[src/hw/rtl/mpt_pkg.sv]
package mpt_pkg;

  // One input transaction as it arrives on the input channel.
  typedef struct packed {
    logic               operation;
    logic signed [15:0] delta_x;
    logic signed [15:0] delta_y;
    logic        [7:0]  button_mask;
    logic signed [7:0]  wheel_delta;
    logic               absolute_mode;
  } in_item_t;

  // One result transaction as it leaves on the output channel.
  typedef struct packed {
    logic              status;
    logic        [8:0] pos_x;
    logic        [7:0] pos_y;
    logic        [7:0] buttons;
    logic signed [7:0] wheel;
  } out_item_t;

  // Input operation codes.
  localparam logic OP_REPORT = 1'b0;
  localparam logic OP_QUERY  = 1'b1;

  // Result status codes.
  localparam logic STATUS_OK       = 1'b0;
  localparam logic STATUS_NO_MOUSE = 1'b1;

  // Command codes passed from the front end to the back end.
  typedef logic [1:0] cmd_op_t;
  localparam cmd_op_t CMD_ABS   = 2'd0;
  localparam cmd_op_t CMD_REL   = 2'd1;
  localparam cmd_op_t CMD_QUERY = 2'd2;

  // Classified command held in the queue between the two halves.
  typedef struct packed {
    cmd_op_t            op;
    logic signed [15:0] delta_x;
    logic signed [15:0] delta_y;
    logic        [8:0]  abs_x;
    logic        [7:0]  abs_y;
    logic        [7:0]  buttons;
    logic signed [7:0]  wheel_delta;
  } cmd_t;

  localparam int CMD_FIFO_DEPTH = 2;

  // Screen limits and absolute-report offset.
  localparam int X_MAX_INT    = 319;
  localparam int Y_MAX_INT    = 199;
  localparam int ABS_Y_OFFSET = 32;

  // Sensitivity divisor limits and reset value.
  localparam logic [3:0] DIV_MIN   = 4'd1;
  localparam logic [3:0] DIV_MAX   = 4'd8;
  localparam logic [3:0] DIV_RESET = 4'd4;

  // Wheel saturation bounds.
  localparam logic signed [16:0] WHEEL_SUM_MIN = -17'sd32768;
  localparam logic signed [16:0] WHEEL_SUM_MAX = 17'sd32767;
  localparam logic signed [15:0] WHEEL_OUT_MIN = -16'sd128;
  localparam logic signed [15:0] WHEEL_OUT_MAX = 16'sd127;

endpackage

[src/hw/rtl/mpt_stream_if.sv]
interface mpt_stream_if #(parameter type payload_t = logic);
  logic     valid;
  logic     ready;
  payload_t payload;

  modport source (output valid, output payload, input ready);
  modport sink (input valid, input payload, output ready);
endinterface

[src/hw/rtl/mpt_front.sv]
module mpt_front (
  mpt_stream_if.sink       in_ch,
  input  logic             fifo_full,
  output logic             push,
  output mpt_pkg::cmd_t    push_cmd
);
  import mpt_pkg::*;

  in_item_t    item;
  logic        drop;
  logic [14:0] half_x;
  logic [15:0] y_shifted;
  logic [14:0] half_y;

  assign item        = in_ch.payload;
  assign in_ch.ready = !fifo_full;

  // An absolute report with a negative coordinate is consumed and discarded.
  assign drop = (item.operation == OP_REPORT) && item.absolute_mode
                && (item.delta_x[15] || item.delta_y[15]);

  assign push = in_ch.valid && in_ch.ready && !drop;

  // Absolute coordinates: remove the y offset, halve, then clamp to the screen.
  assign half_x    = item.delta_x[15:1];
  assign y_shifted = item.delta_y - 16'(ABS_Y_OFFSET);
  assign half_y    = y_shifted[15:1];

  always_comb begin
    push_cmd             = '0;
    push_cmd.delta_x     = item.delta_x;
    push_cmd.delta_y     = item.delta_y;
    push_cmd.buttons     = item.button_mask;
    push_cmd.wheel_delta = item.wheel_delta;

    if (half_x > 15'(X_MAX_INT)) begin
      push_cmd.abs_x = 9'(X_MAX_INT);
    end else begin
      push_cmd.abs_x = half_x[8:0];
    end

    if (item.delta_y < 16'sd32) begin
      push_cmd.abs_y = '0;
    end else if (half_y > 15'(Y_MAX_INT)) begin
      push_cmd.abs_y = 8'(Y_MAX_INT);
    end else begin
      push_cmd.abs_y = half_y[7:0];
    end

    if (item.operation == OP_QUERY) begin
      push_cmd.op = CMD_QUERY;
    end else if (item.absolute_mode) begin
      push_cmd.op = CMD_ABS;
    end else begin
      push_cmd.op = CMD_REL;
    end
  end

endmodule

[src/hw/rtl/mpt_cmd_fifo.sv]
module mpt_cmd_fifo (
  input  logic          clk,
  input  logic          rst,
  input  logic          push,
  input  mpt_pkg::cmd_t push_data,
  input  logic          pop,
  output mpt_pkg::cmd_t pop_data,
  output logic          full,
  output logic          empty
);
  import mpt_pkg::*;

  localparam int PW = (CMD_FIFO_DEPTH > 1) ? $clog2(CMD_FIFO_DEPTH) : 1;
  localparam int CW = $clog2(CMD_FIFO_DEPTH + 1);

  cmd_t          entries [CMD_FIFO_DEPTH];
  logic [PW-1:0] wr_ptr;
  logic [PW-1:0] rd_ptr;
  logic [CW-1:0] count;

  assign full     = (count == CW'(CMD_FIFO_DEPTH));
  assign empty    = (count == '0);
  assign pop_data = entries[rd_ptr];

  // Entry storage needs no reset.
  always_ff @(posedge clk) begin
    if (push) begin
      entries[wr_ptr] <= push_data;
    end
  end

  // Pointers wrap at the queue depth.
  always_ff @(posedge clk) begin
    if (rst) begin
      wr_ptr <= '0;
      rd_ptr <= '0;
      count  <= '0;
    end else begin
      if (push) begin
        wr_ptr <= (wr_ptr == PW'(CMD_FIFO_DEPTH - 1)) ? '0 : wr_ptr + 1'b1;
      end
      if (pop) begin
        rd_ptr <= (rd_ptr == PW'(CMD_FIFO_DEPTH - 1)) ? '0 : rd_ptr + 1'b1;
      end
      if (push && !pop) begin
        count <= count + 1'b1;
      end else if (pop && !push) begin
        count <= count - 1'b1;
      end
    end
  end

endmodule

[src/hw/rtl/mpt_divider.sv]
module mpt_divider #(
  parameter int QW = 32
) (
  input  logic          clk,
  input  logic          rst,
  input  logic          start,
  input  logic [3:0]    divisor,
  input  logic [QW-1:0] dividend_x,
  input  logic [QW-1:0] dividend_y,
  output logic          done,
  output logic [QW-1:0] quot_x,
  output logic [QW-1:0] quot_y
);
  import mpt_pkg::*;

  // Four quotient bits per cycle for each of the two lanes.
  localparam int DIGITS = (QW + 3) / 4;
  localparam int DW     = DIGITS * 4;
  localparam int CW     = $clog2(DIGITS + 1);

  logic [DW-1:0] num_x;
  logic [DW-1:0] num_y;
  logic [DW-1:0] acc_x;
  logic [DW-1:0] acc_y;
  logic [2:0]    rem_x;
  logic [2:0]    rem_y;
  logic [3:0]    div_q;
  logic [CW-1:0] count;
  logic          busy;
  logic [6:0]    step_x;
  logic [6:0]    step_y;

  // One radix-16 digit: four restoring steps on a narrow remainder.
  function automatic logic [6:0] digit_step(input logic [2:0] rem, input logic [3:0] bits,
                                            input logic [3:0] d);
    logic [3:0] r;
    logic [3:0] q;
    r = {1'b0, rem};
    q = '0;
    for (int i = 3; i >= 0; i--) begin
      r = {r[2:0], bits[i]};
      if (r >= d) begin
        r    = r - d;
        q[i] = 1'b1;
      end
    end
    return {r[2:0], q};
  endfunction

  assign step_x = digit_step(rem_x, num_x[DW-1 -: 4], div_q);
  assign step_y = digit_step(rem_y, num_y[DW-1 -: 4], div_q);

  assign quot_x = acc_x[QW-1:0];
  assign quot_y = acc_y[QW-1:0];

  // Datapath registers load on start and shift one digit per busy cycle.
  always_ff @(posedge clk) begin
    if (start) begin
      num_x <= DW'(dividend_x);
      num_y <= DW'(dividend_y);
      acc_x <= '0;
      acc_y <= '0;
      rem_x <= '0;
      rem_y <= '0;
      div_q <= divisor;
    end else if (busy) begin
      num_x <= num_x << 4;
      num_y <= num_y << 4;
      acc_x <= {acc_x[DW-5:0], step_x[3:0]};
      acc_y <= {acc_y[DW-5:0], step_y[3:0]};
      rem_x <= step_x[6:4];
      rem_y <= step_y[6:4];
    end
  end

  // Digit counter and completion pulse.
  always_ff @(posedge clk) begin
    if (rst) begin
      busy  <= 1'b0;
      done  <= 1'b0;
      count <= '0;
    end else begin
      done <= !start && busy && (count == CW'(1));
      if (start) begin
        busy  <= 1'b1;
        count <= CW'(DIGITS);
      end else if (busy) begin
        count <= count - 1'b1;
        if (count == CW'(1)) begin
          busy <= 1'b0;
        end
      end
    end
  end

endmodule

[src/hw/rtl/mpt_back.sv]
module mpt_back #(
  parameter int FRAC_BITS = 16
) (
  input  logic                clk,
  input  logic                rst,
  input  mpt_pkg::cmd_t       cmd,
  input  logic                cmd_valid,
  output logic                cmd_pop,
  input  logic [3:0]          sensitivity_divisor,
  output logic                div_start,
  output logic [3:0]          div_divisor,
  output logic [FRAC_BITS+15:0] div_dividend_x,
  output logic [FRAC_BITS+15:0] div_dividend_y,
  input  logic                div_done,
  input  logic [FRAC_BITS+15:0] div_quot_x,
  input  logic [FRAC_BITS+15:0] div_quot_y,
  mpt_stream_if.source        out_ch
);
  import mpt_pkg::*;

  localparam int XW = FRAC_BITS + 9;
  localparam int YW = FRAC_BITS + 8;
  localparam int SW = FRAC_BITS + 18;

  localparam logic ST_IDLE = 1'b0;
  localparam logic ST_DIV  = 1'b1;

  localparam logic [SW-1:0] X_LIMIT = SW'(X_MAX_INT) << FRAC_BITS;
  localparam logic [SW-1:0] Y_LIMIT = SW'(Y_MAX_INT) << FRAC_BITS;

  logic               state;
  logic [XW-1:0]      x_fixed;
  logic [YW-1:0]      y_fixed;
  logic [7:0]         held_buttons;
  logic signed [15:0] wheel_sum;
  logic               present;
  logic               sign_x;
  logic               sign_y;
  logic               out_valid;
  out_item_t          out_item;

  logic               can_out;
  logic [15:0]        mag_x;
  logic [15:0]        mag_y;
  logic signed [16:0] wheel_wide;
  logic signed [15:0] wheel_new;
  logic [7:0]         wheel_out;
  logic [SW-1:0]      step_x;
  logic [SW-1:0]      step_y;
  logic [SW-1:0]      sum_x;
  logic [SW-1:0]      sum_y;
  logic [XW-1:0]      x_new;
  logic [YW-1:0]      y_new;

  assign out_ch.valid   = out_valid;
  assign out_ch.payload = out_item;

  // The result register may be reloaded when empty or being taken.
  assign can_out = !out_valid || out_ch.ready;

  assign cmd_pop   = (state == ST_IDLE) && cmd_valid
                     && ((cmd.op != CMD_QUERY) || can_out);
  assign div_start = cmd_pop && (cmd.op == CMD_REL);

  // Divisor clamped to its working range.
  always_comb begin
    if (sensitivity_divisor < DIV_MIN) begin
      div_divisor = DIV_MIN;
    end else if (sensitivity_divisor > DIV_MAX) begin
      div_divisor = DIV_MAX;
    end else begin
      div_divisor = sensitivity_divisor;
    end
  end

  // Magnitudes of the deltas, scaled up into fixed point.
  assign mag_x = cmd.delta_x[15] ? 16'(-cmd.delta_x) : 16'(cmd.delta_x);
  assign mag_y = cmd.delta_y[15] ? 16'(-cmd.delta_y) : 16'(cmd.delta_y);
  assign div_dividend_x = {mag_x, {FRAC_BITS{1'b0}}};
  assign div_dividend_y = {mag_y, {FRAC_BITS{1'b0}}};

  // Saturating wheel accumulation.
  always_comb begin
    wheel_wide = 17'(wheel_sum) + 17'(cmd.wheel_delta);
    if (wheel_wide > WHEEL_SUM_MAX) begin
      wheel_new = WHEEL_SUM_MAX[15:0];
    end else if (wheel_wide < WHEEL_SUM_MIN) begin
      wheel_new = WHEEL_SUM_MIN[15:0];
    end else begin
      wheel_new = wheel_wide[15:0];
    end
  end

  // Wheel reported as a saturated signed byte.
  always_comb begin
    if (wheel_sum > WHEEL_OUT_MAX) begin
      wheel_out = WHEEL_OUT_MAX[7:0];
    end else if (wheel_sum < WHEEL_OUT_MIN) begin
      wheel_out = WHEEL_OUT_MIN[7:0];
    end else begin
      wheel_out = wheel_sum[7:0];
    end
  end

  // Apply the signed quotients and clamp to the screen.
  always_comb begin
    step_x = sign_x ? (SW'(0) - SW'(div_quot_x)) : SW'(div_quot_x);
    step_y = sign_y ? (SW'(0) - SW'(div_quot_y)) : SW'(div_quot_y);
    sum_x  = SW'(x_fixed) + step_x;
    sum_y  = SW'(y_fixed) + step_y;
    if (sum_x[SW-1]) begin
      x_new = '0;
    end else if (sum_x > X_LIMIT) begin
      x_new = X_LIMIT[XW-1:0];
    end else begin
      x_new = sum_x[XW-1:0];
    end
    if (sum_y[SW-1]) begin
      y_new = '0;
    end else if (sum_y > Y_LIMIT) begin
      y_new = Y_LIMIT[YW-1:0];
    end else begin
      y_new = sum_y[YW-1:0];
    end
  end

  // Command execution and tracker state.
  always_ff @(posedge clk) begin
    if (rst) begin
      state        <= ST_IDLE;
      x_fixed      <= '0;
      y_fixed      <= '0;
      held_buttons <= '0;
      wheel_sum    <= '0;
      present      <= 1'b0;
      out_valid    <= 1'b0;
    end else begin
      if (out_valid && out_ch.ready && !(cmd_pop && (cmd.op == CMD_QUERY))) begin
        out_valid <= 1'b0;
      end
      unique case (state)
        ST_IDLE: begin
          if (cmd_pop) begin
            case (cmd.op) inside
              CMD_ABS, CMD_REL: begin
                held_buttons <= cmd.buttons;
                present      <= 1'b1;
                wheel_sum    <= wheel_new;
                if (cmd.op == CMD_ABS) begin
                  x_fixed <= {cmd.abs_x, {FRAC_BITS{1'b0}}};
                  y_fixed <= {cmd.abs_y, {FRAC_BITS{1'b0}}};
                end else begin
                  sign_x <= cmd.delta_x[15];
                  sign_y <= cmd.delta_y[15];
                  state  <= ST_DIV;
                end
              end
              CMD_QUERY: begin
                out_valid <= 1'b1;
                if (present) begin
                  out_item.status  <= STATUS_OK;
                  out_item.pos_x   <= x_fixed[XW-1 -: 9];
                  out_item.pos_y   <= y_fixed[YW-1 -: 8];
                  out_item.buttons <= held_buttons;
                  out_item.wheel   <= wheel_out;
                  wheel_sum        <= '0;
                end else begin
                  out_item.status  <= STATUS_NO_MOUSE;
                  out_item.pos_x   <= '0;
                  out_item.pos_y   <= '0;
                  out_item.buttons <= '0;
                  out_item.wheel   <= '0;
                end
              end
              default: begin
              end
            endcase
          end
        end
        ST_DIV: begin
          if (div_done) begin
            x_fixed <= x_new;
            y_fixed <= y_new;
            state   <= ST_IDLE;
          end
        end
        default: begin
          state <= ST_IDLE;
        end
      endcase
    end
  end

endmodule

[src/hw/rtl/mouse_position_tracker_unit.sv]
// Mouse position tracker. Motion reports and position queries arrive on the
// input channel; each query returns exactly one transaction on the output
// channel, reports return none. The front end accepts one transaction per
// cycle into a two-entry command queue as long as the queue has room, and
// the back end drains it: absolute reports and queries complete directly,
// while a relative report holds the back end, which takes no further command,
// until the shared divider, retiring four quotient bits per cycle for x and
// y together, is done. A query waits in the back end while the previous
// result is still held in the output register. The sensitivity divisor is
// written through cfg_wr_en and cfg_wr_data and should only change while
// the block is idle.
module mouse_position_tracker_unit #(
  parameter int FRAC_BITS = 16
) (
  input  logic         clk,
  input  logic         rst,
  input  logic         cfg_wr_en,
  input  logic [3:0]   cfg_wr_data,
  mpt_stream_if.sink   in_ch,
  mpt_stream_if.source out_ch
);
  import mpt_pkg::*;

  localparam int QW = FRAC_BITS + 16;

  logic          [3:0] sensitivity_divisor;
  logic                fifo_push;
  cmd_t                fifo_push_cmd;
  logic                fifo_pop;
  cmd_t                fifo_head;
  logic                fifo_full;
  logic                fifo_empty;
  logic                div_start;
  logic          [3:0] div_divisor;
  logic       [QW-1:0] div_dividend_x;
  logic       [QW-1:0] div_dividend_y;
  logic                div_done;
  logic       [QW-1:0] div_quot_x;
  logic       [QW-1:0] div_quot_y;

  // Sensitivity register.
  always_ff @(posedge clk) begin
    if (rst) begin
      sensitivity_divisor <= DIV_RESET;
    end else if (cfg_wr_en) begin
      sensitivity_divisor <= cfg_wr_data;
    end
  end

  // Front end: accept and classify transactions.
  mpt_front u_front (
    .in_ch    (in_ch),
    .fifo_full(fifo_full),
    .push     (fifo_push),
    .push_cmd (fifo_push_cmd)
  );

  // Command queue between front and back.
  mpt_cmd_fifo u_fifo (
    .clk      (clk),
    .rst      (rst),
    .push     (fifo_push),
    .push_data(fifo_push_cmd),
    .pop      (fifo_pop),
    .pop_data (fifo_head),
    .full     (fifo_full),
    .empty    (fifo_empty)
  );

  // Back end: execute commands and hold the result register.
  mpt_back #(
    .FRAC_BITS(FRAC_BITS)
  ) u_back (
    .clk                (clk),
    .rst                (rst),
    .cmd                (fifo_head),
    .cmd_valid          (!fifo_empty),
    .cmd_pop            (fifo_pop),
    .sensitivity_divisor(sensitivity_divisor),
    .div_start          (div_start),
    .div_divisor        (div_divisor),
    .div_dividend_x     (div_dividend_x),
    .div_dividend_y     (div_dividend_y),
    .div_done           (div_done),
    .div_quot_x         (div_quot_x),
    .div_quot_y         (div_quot_y),
    .out_ch             (out_ch)
  );

  // Shared two-lane divider for scaled relative motion.
  mpt_divider #(
    .QW(QW)
  ) u_divider (
    .clk       (clk),
    .rst       (rst),
    .start     (div_start),
    .divisor   (div_divisor),
    .dividend_x(div_dividend_x),
    .dividend_y(div_dividend_y),
    .done      (div_done),
    .quot_x    (div_quot_x),
    .quot_y    (div_quot_y)
  );

  // The queue is never written while full nor read while empty.
  assert property (@(posedge clk) disable iff (rst) !(fifo_push && fifo_full))
    else $error("command queue written while full");

  assert property (@(posedge clk) disable iff (rst) !(fifo_pop && fifo_empty))
    else $error("command queue read while empty");

  // A division never completes in the cycle right after it starts.
  assert property (@(posedge clk) disable iff (rst) div_start |=> !div_done)
    else $error("divider finished too early");

  // A result always lies on the screen.
  assert property (@(posedge clk) disable iff (rst)
    out_ch.valid |-> (out_ch.payload.pos_x <= 9'(X_MAX_INT)
                      && out_ch.payload.pos_y <= 8'(Y_MAX_INT)))
    else $error("reported position outside the screen");

endmodule

[src/flat_wrapper.sv]
// flat-port wrapper written by rule: the top's interface ports become plain ports
module mouse_position_tracker_unit_flat import mpt_pkg::*;
#(
  parameter int FRAC_BITS = 16
)
  (clk, rst, cfg_wr_en, cfg_wr_data, in_ch_valid, in_ch_payload, in_ch_ready, out_ch_valid, out_ch_payload, out_ch_ready);
  mpt_stream_if #(.payload_t(in_item_t)) in_ch_i ();
  mpt_stream_if #(.payload_t(out_item_t)) out_ch_i ();
  input  logic clk;
  input  logic rst;
  input  logic cfg_wr_en;
  input  logic [3:0] cfg_wr_data;
  input wire logic [$bits(in_ch_i.valid)-1:0] in_ch_valid;
  input wire logic [$bits(in_ch_i.payload)-1:0] in_ch_payload;
  output wire logic [$bits(in_ch_i.ready)-1:0] in_ch_ready;
  output wire logic [$bits(out_ch_i.valid)-1:0] out_ch_valid;
  output wire logic [$bits(out_ch_i.payload)-1:0] out_ch_payload;
  input wire logic [$bits(out_ch_i.ready)-1:0] out_ch_ready;
  assign in_ch_i.valid = in_ch_valid;
  assign in_ch_i.payload = in_ch_payload;
  assign in_ch_ready = in_ch_i.ready;
  assign out_ch_valid = out_ch_i.valid;
  assign out_ch_payload = out_ch_i.payload;
  assign out_ch_i.ready = out_ch_ready;
  mouse_position_tracker_unit #(.FRAC_BITS(FRAC_BITS)) u_core (.clk(clk), .rst(rst), .cfg_wr_en(cfg_wr_en), .cfg_wr_data(cfg_wr_data), .in_ch(in_ch_i), .out_ch(out_ch_i));
endmodule
[config.mk]
export PLATFORM = sky130hd
export DESIGN_NAME = mouse_position_tracker_unit_flat
export DESIGN_NICKNAME = d
export VERILOG_FILES = /design/src/hw/rtl/mpt_pkg.sv /design/src/hw/rtl/mpt_stream_if.sv /design/src/hw/rtl/mpt_front.sv /design/src/hw/rtl/mpt_cmd_fifo.sv /design/src/hw/rtl/mpt_divider.sv /design/src/hw/rtl/mpt_back.sv /design/src/hw/rtl/mouse_position_tracker_unit.sv /design/src/flat_wrapper.sv
export SDC_FILE = /design/constraint.sdc
export NUM_CORES = 1
export LEC_CHECK = 0
export BUFFER_PORTS_ARGS = -buffer_cell sky130_fd_sc_hd__clkbuf_2
export CORE_MARGIN = 1
export CORE_UTILIZATION = 45
export CTS_CLUSTER_SIZE = 8
export DETAILED_ROUTE_END_ITERATION = 7
export HOLD_SLACK_MARGIN = 0.03
export PLACE_DENSITY = 0.67
export SYNTH_ARGS = -nofsm -noshare
export SYNTH_HDL_FRONTEND = slang
export SYNTH_SLANG_ARGS = --single-unit
[constraint.sdc]
create_clock -name clk -period 8.6 [get_ports clk]
set_clock_uncertainty 0.15 [all_clocks]
set_input_delay 0.43 -clock clk [delete_from_list [all_inputs] [get_ports clk]]
set_output_delay 0.43 -clock clk [all_outputs]
set_load 0.005 [all_outputs]
== Word level (Yosys, flattened, before mapping) ==
Memories as Yosys holds them, arrays and structs flattened. A register that Yosys moved wholly into a read port is not among the register bits.
Index checks and enable logic that the tools add are counted.

* Order comparisons: 19
* Add/sub/neg operators: 21
* Reductions and logical operators: 40
* Equality and inequality tests: 9
* Multiplexer cells: 75
* Bitwise logic cells: 6

{| class="wikitable"
|+ Operator list
! cell !! number
|-
| 2-to-1 mux 25 bit || 6
|-
| 2-to-1 mux 24 bit || 6
|-
| 2-to-1 mux 32 bit || 4
|-
| 2-to-1 mux 16 bit || 7
|-
| 2-to-1 mux 34 bit || 3
|-
| subtractor 1 x 32 -> 33 bit, first input constant || 2
|-
| one-hot mux 25 bit (2 select lines) || 1
|-
| one-hot mux 24 bit (2 select lines) || 1
|-
| adder 24 x 34 -> 34 bit || 1
|-
| adder 25 x 34 -> 34 bit || 1
|-
| greater-than comparator 34 x 24 -> 1 bit, second input constant || 1
|-
| greater-than comparator 34 x 25 -> 1 bit, second input constant || 1
|-
| >= comparator 4 bit || 8
|-
| 2-to-1 mux 8 bit || 4
|-
| negation 16 bit || 2
|-
| 2-to-1 mux 1 bit || 27
|-
| 2-to-1 mux 3 bit || 8
|-
| subtractor 3 bit || 8
|-
| adder 16 x 8 -> 17 bit || 1
|-
| greater-than comparator 17 x 16 -> 1 bit, second input constant || 1
|-
| < comparator 17 x 16 -> 1 bit, second input constant || 1
|-
| greater-than comparator 16 x 8 -> 1 bit, second input constant || 1
|-
| < comparator 16 x 7 -> 1 bit, second input constant || 1
|-
| < comparator 16 x 8 -> 1 bit, second input constant || 1
|-
| 28 further kinds || 73
|}

* Input port bits: 59
* Memory bits (writable): 134
* Register bits after elaboration: 232
* Word-level logic and storage cells: 202
* Memories kept: 1

{| class="wikitable"
|+ Memories
! memory !! words !! width !! rd ports !! clocked after Yosys merged registers in !! wr ports !! line !! RTL
|-
| u_core.u_fifo.entries || 2 || 67 || 1 || 1 || 1 || mpt_cmd_fifo.sv:16 || <nowiki>cmd_t entries [CMD_FIFO_DEPTH];</nowiki>
|}

== Longest topological paths before layout ==
* Depth in word-level cells: 12
* Depth in mapped cells: 32
* Depth with buffers taken out: 32

== Cells and area by module ==
Synthesis repeated with hierarchy kept, for this count alone.

* Cell total of the unflattened synthesis: 2227
* Area total of the unflattened synthesis: 23577.6 sq um

{| class="wikitable"
|+ Modules (own cells, without submodules)
! module !! cells an instance !! times used !! area each (sq um) !! sequential area each (sq um)
|-
| mpt_back || 1306 || 1 || 10662.7 || 2602.5
|-
| mpt_divider || 563 || 1 || 6820.3 || 3563.4
|-
| mpt_cmd_fifo || 230 || 1 || 5154.9 || 4124.0
|-
| mpt_front || 114 || 1 || 792.0 || 0.0
|-
| mouse_position_tracker_unit || 14 || 1 || 147.6 || 80.1
|}

== Worst setup path before layout ==
No wires, ideal clock.

* Path type: register to register
* From: register u_core.u_divider.div_q[1]
* To: register u_core.u_divider.rem_y[2]
* Cell stages (with the launch flop): 30
* Data arrival time: 6.109 ns
* Slack: 2.214 ns
* Buffers on the path: 0
* Cell sequence: edfxtp_1 -> inv_1 -> fa_1 -> a21o_1 -> a21o_1 -> a21oi_1 -> nor2_1 -> a21oi_1 -> inv_1 -> ha_1 -> nand2_1 -> nand2_1 -> a21o_1 -> a21oi_1 -> nor2_1 -> a21oi_1 -> inv_1 -> ha_1 -> nand2_1 -> nand2_1 -> a21o_1 -> a21oi_1 -> mux2i_1 -> fa_1 -> a21o_1 -> a21o_1 -> a21oi_1 -> mux2_2 -> mux2i_1 -> nor2_1

* Longest elaborated chain between the ends: 8
* Elaborated cells between the ends (all ways): 12

{| class="wikitable"
|+ RTL lines
! element !! line !! RTL
|-
| start: declaration || mpt_divider.sv:27 || <nowiki>logic [3:0] div_q;</nowiki>
|-
| start signal: assignment || mpt_divider.sv:65 || <nowiki>div_q <= divisor;</nowiki>
|-
| >= comparator 4 bit or subtractor 3 bit (tied branches) || mpt_divider.sv:42, mpt_divider.sv:43 ||
|-
| 2-to-1 mux 3 bit || mpt_divider.sv:42 || <nowiki>if (r >= d) begin</nowiki>
|-
| >= comparator 4 bit or subtractor 3 bit (tied branches) || mpt_divider.sv:42, mpt_divider.sv:43 ||
|-
| 2-to-1 mux 3 bit || mpt_divider.sv:42 ||
|-
| >= comparator 4 bit or subtractor 3 bit (tied branches) || mpt_divider.sv:42, mpt_divider.sv:43 ||
|-
| 2-to-1 mux 3 bit || mpt_divider.sv:42 ||
|-
| >= comparator 4 bit or subtractor 3 bit (tied branches) || mpt_divider.sv:42, mpt_divider.sv:43 ||
|-
| 2-to-1 mux 3 bit (*) || mpt_divider.sv:42 ||
|-
| end signal: assignment || mpt_divider.sv:72 || <nowiki>rem_y <= step_y[6:4];</nowiki>
|-
| end: declaration || mpt_divider.sv:26 || <nowiki>logic [2:0] rem_y;</nowiki>
|}

Mark *: on every way between the ends. The rest lies on a longest branch, timed or not.
A chain may end at the register's enable or synchronous reset.

== Worst setup path after layout ==
Same ends and word-level chain as after synthesis.

==> qor.csv <==
metric;value;unit
status;finished with violations;
violations;DRC;
die_w;221;um
ys.flop_type;edfxtp_1;
required;8.87;ns
wl_met2;24500;um
crit_family;compound AO/OA/AOI/OAI gates;
worstSetupEndpointType;flip-flop;
antennaDiodeCount;0;
dr.pass1.iters;7;
cts_tree;done;
rr_startpoint;u_core.u_divider.div_q[1]$_SDFFCE_PP0P_;
area_growth;14.5;%
ys_ff_latch;367;
top_layer_used;met4;
clk_pin_slew;0.05;ns
period_share;0.854;
finalHoldViolCount;0;
fin_crit;7.35;ns
ys_seq_area_frac;0.436;
ir_drop;212;uV
syn_inst;2191;
startpoint;u_core.u_divider.div_q[1]$_SDFFCE_PP0P_;
leakage;9.48;nW
fp-row-count;79;
setup.worst_path.start_class;flip-flop;
hold_ws;0.0630;ns
numCtsBuffers;52;
worst_pin_slew;1.12;ns
cp_slowest_cell;edfxtp_1;
setup_viol;0;
arrival;7.62;ns
hp-class;in2reg;
synth_edf_count;206;
antenna_found_initial;1;
yosysTopAreaCell;edfxtp_1;
finalWirelength;53000;um
tns;0;ns
netlist-cell-type-count;88;
grt_pass1_vias;16300;
synthTopCellsByArea;edfxtp_1 (29%), dfxtp_1 (15%), ha_1 (6.6%);
final_cell_mix;nor2_1 (216), edfxtp_1 (206), nand2_1 (166), dfxtp_1 (159), o21ai_0 (142);
wl_met1;24400;um
final_common_cell;nor2_1;
avgViaCountPerCell;5.77;
start_util;0.460;
relSlewSlack;0.250;
htreeDepth;2;
p_int;5.24;mW
fmax;136;MHz
drt-initial-drc-count;1172;
cts_root_buf;clkbuf_16;
core_area;0.0469;mm^2
p_sw;3.84;mW
die_y;221;um
critPathMaxStageDelay;0.55;ns
clk_path_buf_depth;3;
grt_overflow;0;
grt_max_degree;63;
comb_power_share;0.492;
cts_num_sinks;367;
detailed_place_hpwl;37100;um
postRouteAntennaNets;0;
die-area;0.0488;mm^2
place_area;0.0226;mm^2
ioPinCount;95;
drv_slew;0;
seqPwrFrac;0.298;
powerDensity;368;mW/mm^2
grt_pass1_wl;85100;um
p_clk_frac;0.210;
min_from;cfg_wr_en;
avgSynthCellArea;9.84;um^2
synth_area;0.0216;mm^2
clock_latency;0.61;ns
sw_frac_of_total;0.423;
path_class;reg2reg;
grt_use_total;0.213;
via_count;17100;
cts_setup_buffers;0;
drc;2;
synthesis.nets;2375;
gp_congestion;0.923;
crit_buf_inv;3;
design_area;0.0247;mm^2
wl_met3;2700;um
critPathMaxFanout;12;
rsz0062_at_grt;false;
yosysWarnings;0;
async_reset_ff_frac;0;
drive_gt1_frac;0.106;
portBuffers;94;
netlist.area_leader.share;0.287;
wl_per_cell;17.9;um
nNetsFinal;2501;
maxCapViolations;0;
-- registers in the layout (all words and copies together) (netlist names), 4 cells and up, named ones only --
| name | cells |
|---|---|
| u_core.u_fifo.entries | 134 |
| u_core.u_back.out_ch.payload | 34 |
| u_core.u_divider.quot_x | 32 |
| u_core.u_divider.quot_y | 32 |
| u_core.u_back.x_fixed | 25 |
| u_core.u_back.y_fixed | 24 |
| u_core.u_back.wheel_sum | 16 |
| u_core.u_divider.num_x | 16 |
| u_core.u_divider.num_y | 16 |
| u_core.u_back.held_buttons | 8 |
| u_core.sensitivity_divisor | 4 |
| u_core.u_divider.count | 4 |
| u_core.u_divider.div_q | 4 |
-- cell usage after synthesis (all sizes together) (19+ instances only) --
cell	number
nand3	34
clkbuf	80
a211oi	38
inv	78
dfxtp	161
and2	46
buf	19
ha	114
or2	19
o31ai	23
a21oi	110
mux2	22
a21o	34
edfxtp	206
xnor2	91
o21ai	143
xor2	59
mux2i	128
nor2	220
nor3	51
or3	23
nand2	166
-- layout make-up --
| type | count | area, um^2 |
|---|---|---|
| Clock buffer | 88 | 1450 |
| Clock inverter | 4 | 82.6 |
| Fill cell | 4142 | 22200 |
| Inverter | 79 | 297 |
| Multi-Input combinational cell | 1646 | 11500 |
| Sequential cell | 367 | 9420 |
| Tap cell | 607 | 759 |
| Timing Repair Buffer | 171 | 1190 |
-- tightest hold or removal path: stages --
cell	delay [ns]
clkbuf_2	0.15
mux2i_1	0.09
nor2_1	0.10
-- cell families (layout without fill, tap and decap cells) --
family	Yosys count	count (layout)	synth area share
and+or+nand+nor	687	687	0.155
DFF	367	367	0.436
buffers and inverters	178	342	0.0319
AOI/OAI and AO/OA	534	534	0.168
adders and majority gates	125	125	0.0764
muxes	150	150	0.0709
xor gates and xnor gates	150	150	0.0613
-- metrics by stage --
step / instances / worst slack (ns) / utilization / total power, mW
2_1_floorplan: 2191 / 2.21 / - / 6.10
3_3_place_gp: 2812 / 1.45 / 0.482 / 7.00
3_5_place_dp: 2812 / 1.28 / 0.482 / 7.12
4_1_cts: 2962 / 1.23 / 0.527 / 9.10
5_1_grt: 2962 / 0.653 / 0.527 / 9.75
6_report: 2962 / 1.25 / 0.527 / 9.09
-- repair_timing --
action / CTS / global route
gates resized for setup: 0 / 0
hold buffers: 58 / 0
endpoints found under the hold margin: 109 / 0
-- path summary, 6_finish.rpt --
| kind | to | slack (ns) | cells past startpoint |
|---|---|---|---|
| worst max-delay path | u_core.u_divider.rem_y[2]$_SDFFE_PP0P_ | 1.25 | 29 |
| worst min-delay path | u_core.sensitivity_divisor[3]$_SDFFE_PP0P_ | 0.06 | 3 |
| worst max register to register | u_core.u_divider.rem_y[2]$_SDFFE_PP0P_ | 1.25 | 29 |
| worst min register to register | u_core.u_back.x_fixed[2]$_SDFFE_PP0P_ | 0.31 | 2 |
-- power groups by stage --
| stage | logic [mW] | registers, mW | clock network [mW] |
|---|---|---|---|
| finish | 4.47 | 2.71 | 1.90 |
| global route | 4.96 | 2.76 | 2.02 |
| detailed placement | 4.39 | 2.73 | 0 |
| global placement | 4.27 | 2.72 | 0 |
| CTS | 4.45 | 2.70 | 1.95 |
| floorplan | 3.56 | 2.54 | 0 |
-- per-layer routing --
| metal | up-vias | global-route usage |
|---|---|---|
| li1 | 8343 | - |
| met1 | 8166 | 0.288 |
| met2 | 474 | 0.348 |
| met3 | 107 | 0.0321 |
| met4 | 0 | 0.0735 |
| met5 | - | 0 |
No activity file was read; power rests on OpenSTA's default activity.
